===== src/rtl/core/wabavg_pkg.sv =====
package wabavg_pkg;

    // averaging modes
    localparam logic [1:0] MODE_MEAN = 2'd0;
    localparam logic [1:0] MODE_WRAP = 2'd1;
    localparam logic [1:0] MODE_SUM  = 2'd2;

    // configuration register indexes
    localparam int unsigned CFG_IDX_W = 3;
    localparam logic [CFG_IDX_W-1:0] REG_MODE     = 3'd0;
    localparam logic [CFG_IDX_W-1:0] REG_LOW_BND  = 3'd1;
    localparam logic [CFG_IDX_W-1:0] REG_HIGH_BND = 3'd2;
    localparam logic [CFG_IDX_W-1:0] REG_WIN_LOW  = 3'd3;
    localparam logic [CFG_IDX_W-1:0] REG_WIN_HIGH = 3'd4;
    localparam logic [CFG_IDX_W-1:0] REG_SPAN     = 3'd5;

    localparam int unsigned CFG_DATA_W = 32;

    typedef struct packed {
        logic [1:0]         mode;
        logic signed [15:0] low_bound;
        logic signed [15:0] high_bound;
        logic signed [31:0] window_low;
        logic signed [31:0] window_high;
        logic [30:0]        wrap_span;
    } t_cfg;

    typedef struct packed {
        logic full;
        logic empty;
    } t_q_status;

    typedef struct packed {
        logic signed [31:0] value;
        logic               rvalid;
    } t_result;

endpackage


===== src/rtl/core/wabavg_front.sv =====
module wabavg_front
    import wabavg_pkg::*;
#(
    parameter int MAX_BLOCK = 1024,
    localparam int CNT_W = $clog2(MAX_BLOCK + 1),
    localparam int SUM_W = 32 + CNT_W,
    localparam int REC_W = SUM_W + 2 * CNT_W + 1
) (
    input  logic               i_clk,
    input  logic               i_rst_n,
    input  t_cfg               i_cfg,
    input  logic               i_accept,
    input  logic signed [31:0] i_sample,
    input  logic               i_sample_valid,
    input  logic               i_last_sample,
    output logic               o_push,
    output logic [REC_W-1:0]   o_rec
);

    localparam logic [CNT_W-1:0] MAX_CNT = CNT_W'(MAX_BLOCK);

    logic signed [SUM_W-1:0] r_sum, n_sum;
    logic [CNT_W-1:0]        r_cnt, n_cnt;
    logic [CNT_W-1:0]        r_lcnt, n_lcnt;
    logic                    r_low_seen, n_low_seen;
    logic                    r_high_seen, n_high_seen;
    logic signed [16:0]      ipart;
    logic                    take;
    logic                    is_low;
    logic                    is_high;

    // integer part truncated toward zero
    always_comb begin
        ipart = $signed({i_sample[31], i_sample[31:16]})
              + $signed({16'd0, (i_sample[31] & (|i_sample[15:0]))});
    end

    assign take    = i_accept && i_sample_valid && (r_cnt < MAX_CNT);
    assign is_low  = ipart < $signed({i_cfg.low_bound[15], i_cfg.low_bound});
    assign is_high = !is_low && (ipart > $signed({i_cfg.high_bound[15], i_cfg.high_bound}));

    always_comb begin
        n_sum       = r_sum;
        n_cnt       = r_cnt;
        n_lcnt      = r_lcnt;
        n_low_seen  = r_low_seen;
        n_high_seen = r_high_seen;
        if (take) begin
            n_sum = r_sum + SUM_W'(i_sample);
            n_cnt = r_cnt + 1'b1;
            if (is_low) begin
                n_lcnt     = r_lcnt + 1'b1;
                n_low_seen = 1'b1;
            end
            if (is_high) begin
                n_high_seen = 1'b1;
            end
        end
    end

    assign o_push = i_accept && i_last_sample;
    assign o_rec  = {n_sum, n_cnt, n_lcnt, (n_low_seen & n_high_seen)};

    always_ff @(posedge i_clk) begin
        if (!i_rst_n || o_push) begin
            r_sum       <= '0;
            r_cnt       <= '0;
            r_lcnt      <= '0;
            r_low_seen  <= 1'b0;
            r_high_seen <= 1'b0;
        end else begin
            r_sum       <= n_sum;
            r_cnt       <= n_cnt;
            r_lcnt      <= n_lcnt;
            r_low_seen  <= n_low_seen;
            r_high_seen <= n_high_seen;
        end
    end

endmodule


===== src/rtl/core/wabavg_fifo.sv =====
module wabavg_fifo
    import wabavg_pkg::*;
#(
    parameter int W = 8
) (
    input  logic         i_clk,
    input  logic         i_rst_n,
    input  logic         i_push,
    input  logic [W-1:0] i_data,
    input  logic         i_pop,
    output logic [W-1:0] o_data,
    output t_q_status    o_status
);

    logic [W-1:0] r_mem [2];
    logic         r_wr_ptr;
    logic         r_rd_ptr;
    logic [1:0]   r_level;
    logic         do_push;
    logic         do_pop;

    assign o_status.full  = (r_level == 2'd2);
    assign o_status.empty = (r_level == 2'd0);
    assign do_push = i_push && !o_status.full;
    assign do_pop  = i_pop && !o_status.empty;
    assign o_data  = r_mem[r_rd_ptr];

    always_ff @(posedge i_clk) begin
        if (do_push) begin
            r_mem[r_wr_ptr] <= i_data;
        end
    end

    always_ff @(posedge i_clk) begin
        if (!i_rst_n) begin
            r_wr_ptr <= 1'b0;
            r_rd_ptr <= 1'b0;
            r_level  <= 2'd0;
        end else begin
            if (do_push) begin
                r_wr_ptr <= !r_wr_ptr;
            end
            if (do_pop) begin
                r_rd_ptr <= !r_rd_ptr;
            end
            r_level <= r_level + {1'b0, do_push} - {1'b0, do_pop};
        end
    end

endmodule


===== src/rtl/core/wabavg_back.sv =====
module wabavg_back
    import wabavg_pkg::*;
#(
    parameter int MAX_BLOCK = 1024,
    localparam int CNT_W = $clog2(MAX_BLOCK + 1),
    localparam int SUM_W = 32 + CNT_W,
    localparam int REC_W = SUM_W + 2 * CNT_W + 1
) (
    input  logic             i_clk,
    input  logic             i_rst_n,
    input  t_cfg             i_cfg,
    input  t_q_status        i_q_status,
    input  logic [REC_W-1:0] i_rec,
    output logic             o_pop,
    output logic             o_res_valid,
    output t_result          o_res,
    input  logic             i_res_ack
);

    localparam int PROD_W = CNT_W + 31;
    localparam int TOT_W  = SUM_W + 1;
    localparam int MEAN_W = TOT_W + 1;
    localparam int IT_W   = $clog2(TOT_W + 1);

    localparam logic [2:0] S_IDLE = 3'd0;
    localparam logic [2:0] S_MUL  = 3'd1;
    localparam logic [2:0] S_ADD  = 3'd2;
    localparam logic [2:0] S_ABS  = 3'd3;
    localparam logic [2:0] S_DIV  = 3'd4;
    localparam logic [2:0] S_SIGN = 3'd5;
    localparam logic [2:0] S_FOLD = 3'd6;
    localparam logic [2:0] S_OUT  = 3'd7;

    logic [2:0]               r_state;
    logic signed [SUM_W-1:0]  r_sum;
    logic [CNT_W-1:0]         r_cnt;
    logic [CNT_W-1:0]         r_lcnt;
    logic                     r_pair;
    logic [PROD_W-1:0]        r_prod;
    logic signed [TOT_W-1:0]  r_tot;
    logic                     r_neg;
    logic [TOT_W-1:0]         r_quo;
    logic [CNT_W-1:0]         r_rem;
    logic [IT_W-1:0]          r_it;
    logic signed [MEAN_W-1:0] r_mean;
    logic                     r_rvalid;

    logic [CNT_W:0]           rem_sh;
    logic                     rem_ge;
    logic [TOT_W-1:0]         tot_mag;
    logic signed [MEAN_W-1:0] win_hi;
    logic signed [MEAN_W-1:0] win_lo;
    logic signed [MEAN_W-1:0] span_x;
    logic [MEAN_W-32:0]       mean_top;

    assign o_pop = (r_state == S_IDLE) && !i_q_status.empty;

    // restoring divider, one quotient bit per cycle
    assign rem_sh = {r_rem, r_quo[TOT_W-1]};
    assign rem_ge = rem_sh >= {1'b0, r_cnt};

    assign tot_mag = r_tot[TOT_W-1] ? TOT_W'(-r_tot) : TOT_W'(r_tot);
    assign win_hi  = MEAN_W'(i_cfg.window_high);
    assign win_lo  = MEAN_W'(i_cfg.window_low);
    assign span_x  = $signed({{(MEAN_W-31){1'b0}}, i_cfg.wrap_span});

    // saturation to Q16.16
    assign mean_top    = r_mean[MEAN_W-1:31];
    assign o_res_valid = (r_state == S_OUT);
    assign o_res.rvalid = r_rvalid;
    always_comb begin
        if ((&mean_top) || !(|mean_top)) begin
            o_res.value = r_mean[31:0];
        end else if (r_mean[MEAN_W-1]) begin
            o_res.value = 32'sh8000_0000;
        end else begin
            o_res.value = 32'sh7fff_ffff;
        end
    end

    always_ff @(posedge i_clk) begin
        if (!i_rst_n) begin
            r_state <= S_IDLE;
        end else begin
            unique case (r_state)
                S_IDLE: if (o_pop) r_state <= S_MUL;
                S_MUL:  r_state <= S_ADD;
                S_ADD: begin
                    if (i_cfg.mode == MODE_SUM || r_cnt == '0) begin
                        r_state <= S_OUT;
                    end else begin
                        r_state <= S_ABS;
                    end
                end
                S_ABS:  r_state <= S_DIV;
                S_DIV:  if (r_it == IT_W'(1)) r_state <= S_SIGN;
                S_SIGN: r_state <= S_FOLD;
                S_FOLD: r_state <= S_OUT;
                S_OUT:  if (i_res_ack) r_state <= S_IDLE;
                default: r_state <= S_IDLE;
            endcase
        end
    end

    always_ff @(posedge i_clk) begin
        unique case (r_state)
            S_IDLE: begin
                if (o_pop) begin
                    {r_sum, r_cnt, r_lcnt, r_pair} <= i_rec;
                end
            end
            S_MUL: begin
                if (i_cfg.mode == MODE_WRAP && r_pair) begin
                    r_prod <= PROD_W'(r_lcnt * i_cfg.wrap_span);
                end else begin
                    r_prod <= '0;
                end
            end
            S_ADD: begin
                r_tot <= TOT_W'(r_sum) + $signed({{(TOT_W-PROD_W){1'b0}}, r_prod});
                if (i_cfg.mode == MODE_SUM) begin
                    r_mean   <= MEAN_W'(r_sum);
                    r_rvalid <= 1'b1;
                end else if (r_cnt == '0) begin
                    r_mean   <= '0;
                    r_rvalid <= 1'b0;
                end else begin
                    r_rvalid <= 1'b1;
                end
            end
            S_ABS: begin
                r_neg <= r_tot[TOT_W-1];
                r_quo <= tot_mag + TOT_W'(r_cnt >> 1);
                r_rem <= '0;
                r_it  <= IT_W'(TOT_W);
            end
            S_DIV: begin
                if (rem_ge) begin
                    r_rem <= CNT_W'(rem_sh - {1'b0, r_cnt});
                end else begin
                    r_rem <= rem_sh[CNT_W-1:0];
                end
                r_quo <= {r_quo[TOT_W-2:0], rem_ge};
                r_it  <= r_it - 1'b1;
            end
            S_SIGN: begin
                if (r_neg) begin
                    r_mean <= -$signed({1'b0, r_quo});
                end else begin
                    r_mean <= $signed({1'b0, r_quo});
                end
            end
            S_FOLD: begin
                if (i_cfg.mode == MODE_WRAP) begin
                    priority if (r_mean > win_hi) begin
                        r_mean <= r_mean - span_x;
                    end else if (r_mean < win_lo) begin
                        r_mean <= r_mean + span_x;
                    end else begin
                        r_mean <= r_mean;
                    end
                end
            end
            S_OUT: begin
            end
            default: begin
            end
        endcase
    end

endmodule


===== src/rtl/core/wrap_aware_block_average_unit.sv =====
// Block averager for signed Q16.16 samples. Samples stream in one per cycle
// unless the input is stalled, each with a valid flag (low for a missing
// sample) and a last marker that closes the block. The front end accumulates
// sum, count and low/high classification at one sample per clock unless
// stalled and hands each closed block to a two-entry request queue; the back
// end turns it into one result: the saturated sum (mode 2), the rounded mean
// (mode 0, also mode 3), or the mean with modulo wrap (mode 1), where low
// samples are lifted by wrap_span when the block holds both low and high
// samples, and the mean is folded once into [window_low, window_high]. A
// mean of an empty block comes out as value 0 with result_valid low. Valid
// samples beyond MAX_BLOCK in one block are ignored. Throughput: one sample
// per cycle inside a block while the queue has room. For a mean the back
// end steps through multiply, add, magnitude, a bit-serial divide making one
// quotient bit per clock, sign and fold; sum or empty blocks skip from add
// to output; with two blocks queued, blocks shorter than a pass stall input.
// Configuration writes are taken in any cycle and belong only in idle
// periods.
module wrap_aware_block_average_unit
    import wabavg_pkg::*;
#(
    parameter int MAX_BLOCK = 1024
) (
    input  logic                  i_clk,
    input  logic                  i_rst_n,
    // sample channel
    input  logic                  i_valid,
    output logic                  o_stall,
    input  logic signed [31:0]    i_sample,
    input  logic                  i_sample_valid,
    input  logic                  i_last_sample,
    // result channel
    output logic                  o_valid,
    input  logic                  i_stall,
    output logic signed [31:0]    o_result_value,
    output logic                  o_result_valid,
    // configuration write channel
    input  logic                  i_cfg_valid,
    output logic                  o_cfg_ready,
    input  logic [CFG_IDX_W-1:0]  i_cfg_index,
    input  logic [CFG_DATA_W-1:0] i_cfg_data
);

    localparam int CNT_W = $clog2(MAX_BLOCK + 1);
    localparam int SUM_W = 32 + CNT_W;
    localparam int REC_W = SUM_W + 2 * CNT_W + 1;

    t_cfg             r_cfg;
    t_q_status        q_status;
    logic             in_accept;
    logic             push;
    logic [REC_W-1:0] push_rec;
    logic             pop;
    logic [REC_W-1:0] pop_rec;
    logic             res_valid;
    t_result          res;
    logic             out_free;
    logic             out_load;
    logic             r_o_valid;
    t_result          r_out;

    // configuration registers
    assign o_cfg_ready = 1'b1;

    always_ff @(posedge i_clk) begin
        if (!i_rst_n) begin
            r_cfg <= '0;
        end else if (i_cfg_valid && o_cfg_ready) begin
            unique case (i_cfg_index)
                REG_MODE:     r_cfg.mode        <= i_cfg_data[1:0];
                REG_LOW_BND:  r_cfg.low_bound   <= i_cfg_data[15:0];
                REG_HIGH_BND: r_cfg.high_bound  <= i_cfg_data[15:0];
                REG_WIN_LOW:  r_cfg.window_low  <= i_cfg_data[31:0];
                REG_WIN_HIGH: r_cfg.window_high <= i_cfg_data[31:0];
                REG_SPAN:     r_cfg.wrap_span   <= i_cfg_data[30:0];
                default: ;
            endcase
        end
    end

    // the front end stalls only when the block queue has no room
    assign o_stall   = q_status.full;
    assign in_accept = i_valid && !o_stall;

    wabavg_front #(
        .MAX_BLOCK(MAX_BLOCK)
    ) u_front (
        .i_clk         (i_clk),
        .i_rst_n       (i_rst_n),
        .i_cfg         (r_cfg),
        .i_accept      (in_accept),
        .i_sample      (i_sample),
        .i_sample_valid(i_sample_valid),
        .i_last_sample (i_last_sample),
        .o_push        (push),
        .o_rec         (push_rec)
    );

    wabavg_fifo #(
        .W(REC_W)
    ) u_queue (
        .i_clk   (i_clk),
        .i_rst_n (i_rst_n),
        .i_push  (push),
        .i_data  (push_rec),
        .i_pop   (pop),
        .o_data  (pop_rec),
        .o_status(q_status)
    );

    wabavg_back #(
        .MAX_BLOCK(MAX_BLOCK)
    ) u_back (
        .i_clk      (i_clk),
        .i_rst_n    (i_rst_n),
        .i_cfg      (r_cfg),
        .i_q_status (q_status),
        .i_rec      (pop_rec),
        .o_pop      (pop),
        .o_res_valid(res_valid),
        .o_res      (res),
        .i_res_ack  (out_free)
    );

    // output register: the back end may finish the next block while this
    // result waits
    assign out_free = !r_o_valid || !i_stall;
    assign out_load = res_valid && out_free;

    always_ff @(posedge i_clk) begin
        if (!i_rst_n) begin
            r_o_valid <= 1'b0;
        end else if (out_free) begin
            r_o_valid <= res_valid;
        end
    end

    always_ff @(posedge i_clk) begin
        if (out_load) begin
            r_out <= res;
        end
    end

    assign o_valid        = r_o_valid;
    assign o_result_value = r_out.value;
    assign o_result_valid = r_out.rvalid;

    // a closed block never meets a full queue
    a_no_overflow: assert property (@(posedge i_clk) disable iff (!i_rst_n)
        push |-> !q_status.full)
        else $error("block pushed into full queue");

    // an empty-block mean carries value zero
    a_invalid_zero: assert property (@(posedge i_clk) disable iff (!i_rst_n)
        o_valid && !o_result_valid |-> o_result_value == 32'sd0)
        else $error("invalid result with nonzero value");

    // a pending result is not overwritten while stalled
    a_hold_result: assert property (@(posedge i_clk) disable iff (!i_rst_n)
        r_o_valid && i_stall |-> !out_load)
        else $error("output register loaded while stalled");

    a_reset_idle: assert property (@(posedge i_clk)
        !i_rst_n |=> !o_valid)
        else $error("result valid after reset");

endmodule


===== config.mk =====
export PLATFORM = sky130hd
export DESIGN_NAME = wrap_aware_block_average_unit
export DESIGN_NICKNAME = d
export VERILOG_FILES = /design/src/rtl/core/wabavg_pkg.sv /design/src/rtl/core/wabavg_front.sv /design/src/rtl/core/wabavg_fifo.sv /design/src/rtl/core/wabavg_back.sv /design/src/rtl/core/wrap_aware_block_average_unit.sv
export SDC_FILE = /design/constraint.sdc
export NUM_CORES = 2
export LEC_CHECK = 0
export BUFFER_PORTS_ARGS = -buffer_cell sky130_fd_sc_hd__buf_2
export CAP_MARGIN = 20
export CORE_UTILIZATION = 56
export DETAILED_ROUTE_END_ITERATION = 7
export MAX_ROUTING_LAYER = met4
export PLACE_DENSITY_LB_ADDON = 0.25
export REMOVE_ABC_BUFFERS = 1
export SYNTH_ARGS = -nofsm -noshare
export SYNTH_HDL_FRONTEND = slang
export SYNTH_SLANG_ARGS = --single-unit

===== constraint.sdc =====
create_clock -name i_clk -period 9.62 [get_ports i_clk]
set_input_delay 0.481 -clock i_clk [delete_from_list [all_inputs] [get_ports i_clk]]
set_output_delay 0.481 -clock i_clk [all_outputs]
set_load 0.05 [all_outputs]

; Yosys cells after proc, flatten, opt, wreduce, memory -nomap -nowiden
; Memories as Yosys holds them, arrays and structs flattened. A register that Yosys moved wholly into a read port is not among the register bits.
; Index checks and enable logic that the tools add are counted.
[classes]
addsub = 14
n_mul = 1
order_cmp = 6
n_eq_ne = 22
n_mux = 30
bitwise = 2
n_reduce_logical = 41
[ops]
columns = cell, n
row1 = $mux W45, 6
row2 = $pmux W45 S3, 1
row3 = $pmux W44 S2, 1
row4 = $mux W32, 2
row5 = $add A45 B32 Y45, 1
row6 = $gt A45 B32 Y1, 1
row7 = $lt A45 B32 Y1, 1
row8 = $neg A44 Y45, 1
row9 = $sub A45 B32 Y45, 1
row10 = $add A43 B43 Y44, 1
row11 = $add A44 B10 Y44, 1
row12 = $mux W11, 4
row13 = $mux W44, 1
row14 = $neg A44 Y44, 1
row15 = $add A43 B32 Y43, 1
row16 = $mux W43, 1
row17 = $mul A11 B31 Y42, 1
row18 = $pmux W3 S8, 1
row19 = $add A11 B1 Y11 const B, 2
row20 = $pmux W11 S2, 1
row21 = $eq A3 B3 Y1 const B, 6
row22 = $add A16 B2 Y17, 1
row23 = $gt A17 B16 Y1, 1
row24 = $lt A17 B16 Y1, 1
row25 = other kinds (32), 77
[totals]
register_bits = 431
mem_bits_rw = 132
inputBits = 74
out_inout_bits = 36
wordCells = 143
mem_count = 1
[mem_list]
columns = name, depth, word_bits, rd, rd_clocked_by_memory_dff, write_ports, line_no
row1 = u_queue.r_mem, 2, 66, 1, 1, 1, wabavg_fifo.sv:15  ; logic [W-1:0] r_mem [2];

; Longest topological paths before layout
[depth]
word_depth = 9
ltp_mapped = 26
ltp_nobuf = 23

; Hierarchy
; A second synthesis with hierarchy kept.
[hier_totals]
cells_unflattened = 5110
area_unflattened_um2 = 49294.8
[by_module_without_submodules]
columns = module, instances, cells_per_inst, area_each_um2, seq_area_each_um2
row1 = wabavg_back, 1, 3489, 31619.1, 7867.5
row2 = wabavg_front, 1, 891, 6730.2, 1341.3
row3 = wrap_aware_block_average_unit, 1, 498, 5788.1, 3593.4
row4 = wabavg_fifo, 1, 232, 5157.4, 4063.9

; Least setup slack after synthesis
; OpenSTA, ideal clock, no wires.
[synth_timing]
path_kind = register to register
startpoint = register u_back.r_state[0]
endpoint = register u_queue.r_level[1]
setup_ns = 0.115
t_arrival_ns = 6.979
required_ns = 9.505
setup_slack_ns = 2.526
stages_incl_launch_ff = 10
n_path_buf = 0
synth_period_minus_slack_ns = 7.094
cell_sequence = dfxtp_1 > inv_1 > ha_1 > nor3b_1 > ha_1 > inv_1 > ha_1 > xnor2_1 > xnor2_1 > and2_1
[synth_between]
elab_chain_cells = 4
[synth_lines]
columns = element, line_no
row1 = "start, declared", wabavg_back.sv:34  ; logic [2:0] r_state;
row2 = "start signal, assigned", wabavg_back.sv:83  ; r_state <= S_IDLE;
row3 = "start signal, assigned", wabavg_back.sv:86  ; S_IDLE: if (o_pop) r_state <= S_MUL;
row4 = "start signal, assigned", wabavg_back.sv:87  ; S_MUL: r_state <= S_ADD;
row5 = $logic_not A3 Y1, wabavg_back.sv:56  ; assign o_pop = (r_state == S_IDLE) && !i_q_status.empty;
row6 = $logic_and A1 B1 Y1, wabavg_back.sv:56
row7 = $logic_and A1 B1 Y1, wabavg_fifo.sv:25  ; assign do_pop = i_pop && !o_status.empty;
row8 = via u_queue.do_pop, wabavg_fifo.sv:20  ; logic do_pop;
row9 = $sub A2 B1 Y2, wabavg_fifo.sv:46  ; r_level <= r_level + {1'b0, do_push} - {1'b0, do_pop};
row10 = "end signal, assigned", wabavg_fifo.sv:46
row11 = "end, declared", wabavg_fifo.sv:18  ; logic [1:0] r_level;
; The timed path passes the listed nets, and every way through them passes these cells.
; A chain may end at the register's enable or synchronous reset.

; Worst setup path after layout
[layout_timing]
startpoint = register r_cfg[62] (netlist bit)
endpoint = register u_back.r_mean[42], data pin
[layout_between]
elab_chain_cells = 4
[layout_lines]
columns = element, line_no
row1 = "start, declared", wrap_aware_block_average_unit.sv:47  ; t_cfg r_cfg;
row2 = $gt A45 B32 Y1, wabavg_back.sv:155  ; priority if (r_mean > win_hi) begin
row3 = $mux W45, wabavg_back.sv:155
row4 = $mux W45, wabavg_back.sv:154  ; if (i_cfg.mode == MODE_WRAP) begin
row5 = $pmux W45 S3, wabavg_back.sv:106  ; unique case (r_state)
row6 = "end signal, assigned", wabavg_back.sv:156  ; r_mean <= r_mean - span_x;
row7 = "end signal, assigned", wabavg_back.sv:158  ; r_mean <= r_mean + span_x;
row8 = "end signal, assigned", wabavg_back.sv:160  ; r_mean <= r_mean;
row9 = "end, declared", wabavg_back.sv:45  ; logic signed [MEAN_W-1:0] r_mean;
; Every way passes these cells. The select of a mux whose other input is x is not followed.

==> results.ini <==
[floorplanning]
core_area_sq_um = 85800
start_util_pct = 56.9
io_pins = 110
dieWidth_um = 297
rows = 107
die_y_um = 297
dieArea_sq_um = 88400

[yosys]
yosysTopAreaCellShare_pct = 26.1
netlist_instances = 5193
synthMuxAreaShare_pct = 2.24
synth_edf_count = 425
synth_sequential_area_ratio_pct = 34.5
synthAdderAreaFrac_pct = 20.3
yosysTopAreaCell = edfxtp_1
ys_async_sr_fraction_pct = 0
netlist_area_sq_um = 48800
synth_area_per_cell_sq_um = 9.41
synth_common_cells = nand2_1 (790), edfxtp_1 (425), inv_1 (400), ha_1 (369), a21oi_1 (268)
synth_top_flop_cell = edfxtp_1
synth_top_family_by_area = adder cells
synth-xor-area-share_pct = 5.79
synth-seq-cells = 629
synthDistinctLibCells = 85
synth_simple_gate_area_share_pct = 17.4
synth_compound_area_share_pct = 14.8
synth_area_leaders = edfxtp_1 (26%), fa_1 (11%), ha_1 (9.5%), dfxtp_1 (8.4%), nand2_1 (6.1%)
ys.warnings.count = 0
synth_most_common_cell = nand2_1

[setup_path]
r2r_setup_slack_ns = 1.70
rr_endpoint = u_back.r_mean[42]
critPathRequiredTime_ns = 9.96
critPathLaunchType = register
crit_slowest_cell = nor4_1
crit_arrival_ns = 8.26
worstSetupPathType = reg2reg
reg2reg_depth = 22
crit_chain = inv_1 -> ha_1 -> nand4_1 -> nor4_1 -> nand3_1 -> o211ai_1 -> nand2b_1 -> xnor2_1 -> and2_1 -> buf_4 -> o21ai_0 -> xnor2_1 -> ha_1 -> a21o_1 -> a221o_1 -> a31oi_1 -> a211oi_1 -> o311a_1 -> a221o_1 -> o31ai_1 -> xnor2_1 -> o221ai_1
cp_common_cell = xnor2_1
crit_path_max_incr_delay_ns = 0.96
endpoint_kind = register
r2r-start = r_cfg[62]
worstPathMaxFanout = 40

[global_routing]
grt_pass1_wl_um = 222000
overflow = 0
grt_max_degree = 81
grt_pass1_vias = 38000
grt_antenna_before_repair = 3
track_usage_pct = 33.4

[drt]
routed-wl-met2_um = 65700
drt-initial-drc-count = 3395
first_pass_iters = 6
met3_wirelength_um = 11500
antenna_left = 0
met1_length_um = 60100
wirelength_um = 144000
wl_per_cell_um = 22.4
vias = 39100
drc = 0
vias_per_cell = 6.10
highest_layer = met4

[layout]
regArea_sq_um = 16800
post-route-util_pct = 62.0
postLayoutCellArea_sq_um = 53200
syn2layout_area_growth_pct = 8.89
multi_input_area_sq_um = 29700
fill_cells = 7042
drive_above_1_share_pct = 8.16
nets = 5904

[sta]
max_slew.worst_pin.slew_ns = 1.08
slew-limit-headroom_pct = 27.1
drv_slew = 0
finalHoldViolCount = 0
fmax_ghz = 0.126
finalCritPeriodShare_pct = 82.3
tns_ns = 0
finalCriticalPeriod_ns = 7.92
rsz0062_at_grt = false
setup_viol_count_final = 0
setup_slack_ns = 1.70
clock_skew_ns = 0.0469

[status]
status = finished, final reports clean

[hold_path]
min_path_type = in2reg
hold_path_depth = 3
min_to = r_cfg[94]
hp-start = i_cfg_data[31]

[place]
hpwl_um = 108000
place_area_sq_um = 50500
place_ws_ns = 1.77
port-buffer-count = 108
routabilityCongestion = 0.999

[clock_network]
clkLatencyLatePin_ns = 0.65
htreeDepth = 3
cts_sinks = 629
clk_pin_slew_ns = 0.06
cts_hold_buf = 0
cts_inserted_buffers = 73
post_cts_resized = 0
postCtsSetupBuffers = 0
cts_max_path_buffers = 3
cts_tree = done
cts_root_buf = clkbuf_16

[power]
pwr_density_cell_nw_per_um2 = 206
power_leakage_nw = 21.0
peakVddDrop_v = 0.000164

[run]
max_cap_violations = 0

[how the worst max path moves through the flow]
stage	end	cells after the start	from	slack (ns)
final	u_back.r_mean[42]	22	r_cfg[62]	1.70
after global routing	u_back.r_mean[43]	23	r_cfg[62]	1.16
after CTS	u_back.r_mean[42]	22	r_cfg[62]	1.73
after detailed placement	u_back.r_mean[42]	22	r_cfg[62]	1.77
after global placement	u_back.r_mean[42]	21	u_back.r_mean[44]	1.74
after floorplan	u_queue.r_level[1]	9	u_back.r_state[0]	2.53
[layout by cell type, fill, tap and decap left out, drive strengths merged, types with 34 or more instances in the layout]
cell    instances
nand2         790
edfxtp        425
inv           409
ha            369
a21oi         268
fa            265
nor2          236
and2          214
xnor2         213
dfxtp         204
o21ai         204
buf           172
a21boi        140
a21o          118
xor2          110
clkbuf         90
nand3          81
mux2           74
nor3           68
nand2b         54
nand4          54
nor2b          54
o31ai          45
nor4           40
o21a           37
and3           37
or3            36
a31oi          34
[critical path: cells and delay by family, from the launching register on]
| family | cells | cell delay [ns] |
|---|---|---|
| buffers and inverters | 2 | 0.63 |
| xor gates and xnor gates | 3 | 0.76 |
| AOI/OAI and AO/OA | 10 | 2.92 |
| and+or+nand+nor | 5 | 2.05 |
| adders and majority gates | 2 | 0.90 |
| DFF | 1 | 0.33 |
[metrics by stage]
stage               std cells  hold WS, ns  power, W
global route             6406        0.107    0.0115
detailed placement       6265        0.458   0.00788
CTS                      6401       0.0761    0.0109
finish                   6407        0.102    0.0110
global placement         6264        0.451   0.00781
floorplan                4949        0.400   0.00657
[metal layers]
metal	up-vias	global-route usage, %
met2	1570	51.9
met4	0	14.0
li1	18100	-
met1	19100	43.7
met3	310	5.11
met5	-	-
[sequential cells by signal, indices dropped and copies added, names as in the netlist, 2 cells and up]
name	count
r_cfg	129
u_back.r_lcnt	11
u_back.r_tot	44
u_back.r_mean	45
u_back.r_sum	43
u_queue.r_mem	132
u_back.r_quo	44
u_queue.r_level	2
u_back.r_cnt	11
u_back.r_it	6
u_back.r_rem	11
u_back.r_state	3
u_front.r_lcnt	11
u_front.r_sum	43
o_result_value	32
u_back.r_prod	42
u_front.r_cnt	11
[logic make-up (layout without fill, tap and decap cells)]
kind of cell,Yosys count,in the layout
buf+inv,645,709
compound gates,1097,1097
flops,629,629
simple gates,1764,1764
xor+xnor,323,323
mux,100,100
fa+ha+maj,634,634
other cells,1,7
[report_power, final]
group	total [W]	internal (W)	switching (W)
clock network	0.00304	0.00180	0.00125
logic	0.00392	0.00147	0.00245
registers	0.00402	0.00353	0.000490
[layout make-up]
| cell class | count | share of cell area [%] |
|---|---|---|
| multi-input cells | 3919 | 55.8 |
| flip-flops and latches | 629 | 31.7 |
| clock buffers | 90 | 3.77 |
| inverters | 401 | 2.83 |
| well taps | 1144 | 2.69 |
| repair buffers | 172 | 1.96 |
| clock inverters | 46 | 1.27 |
| diodes | 6 | 0.0282 |
Power figures use the tool's default switching activity.
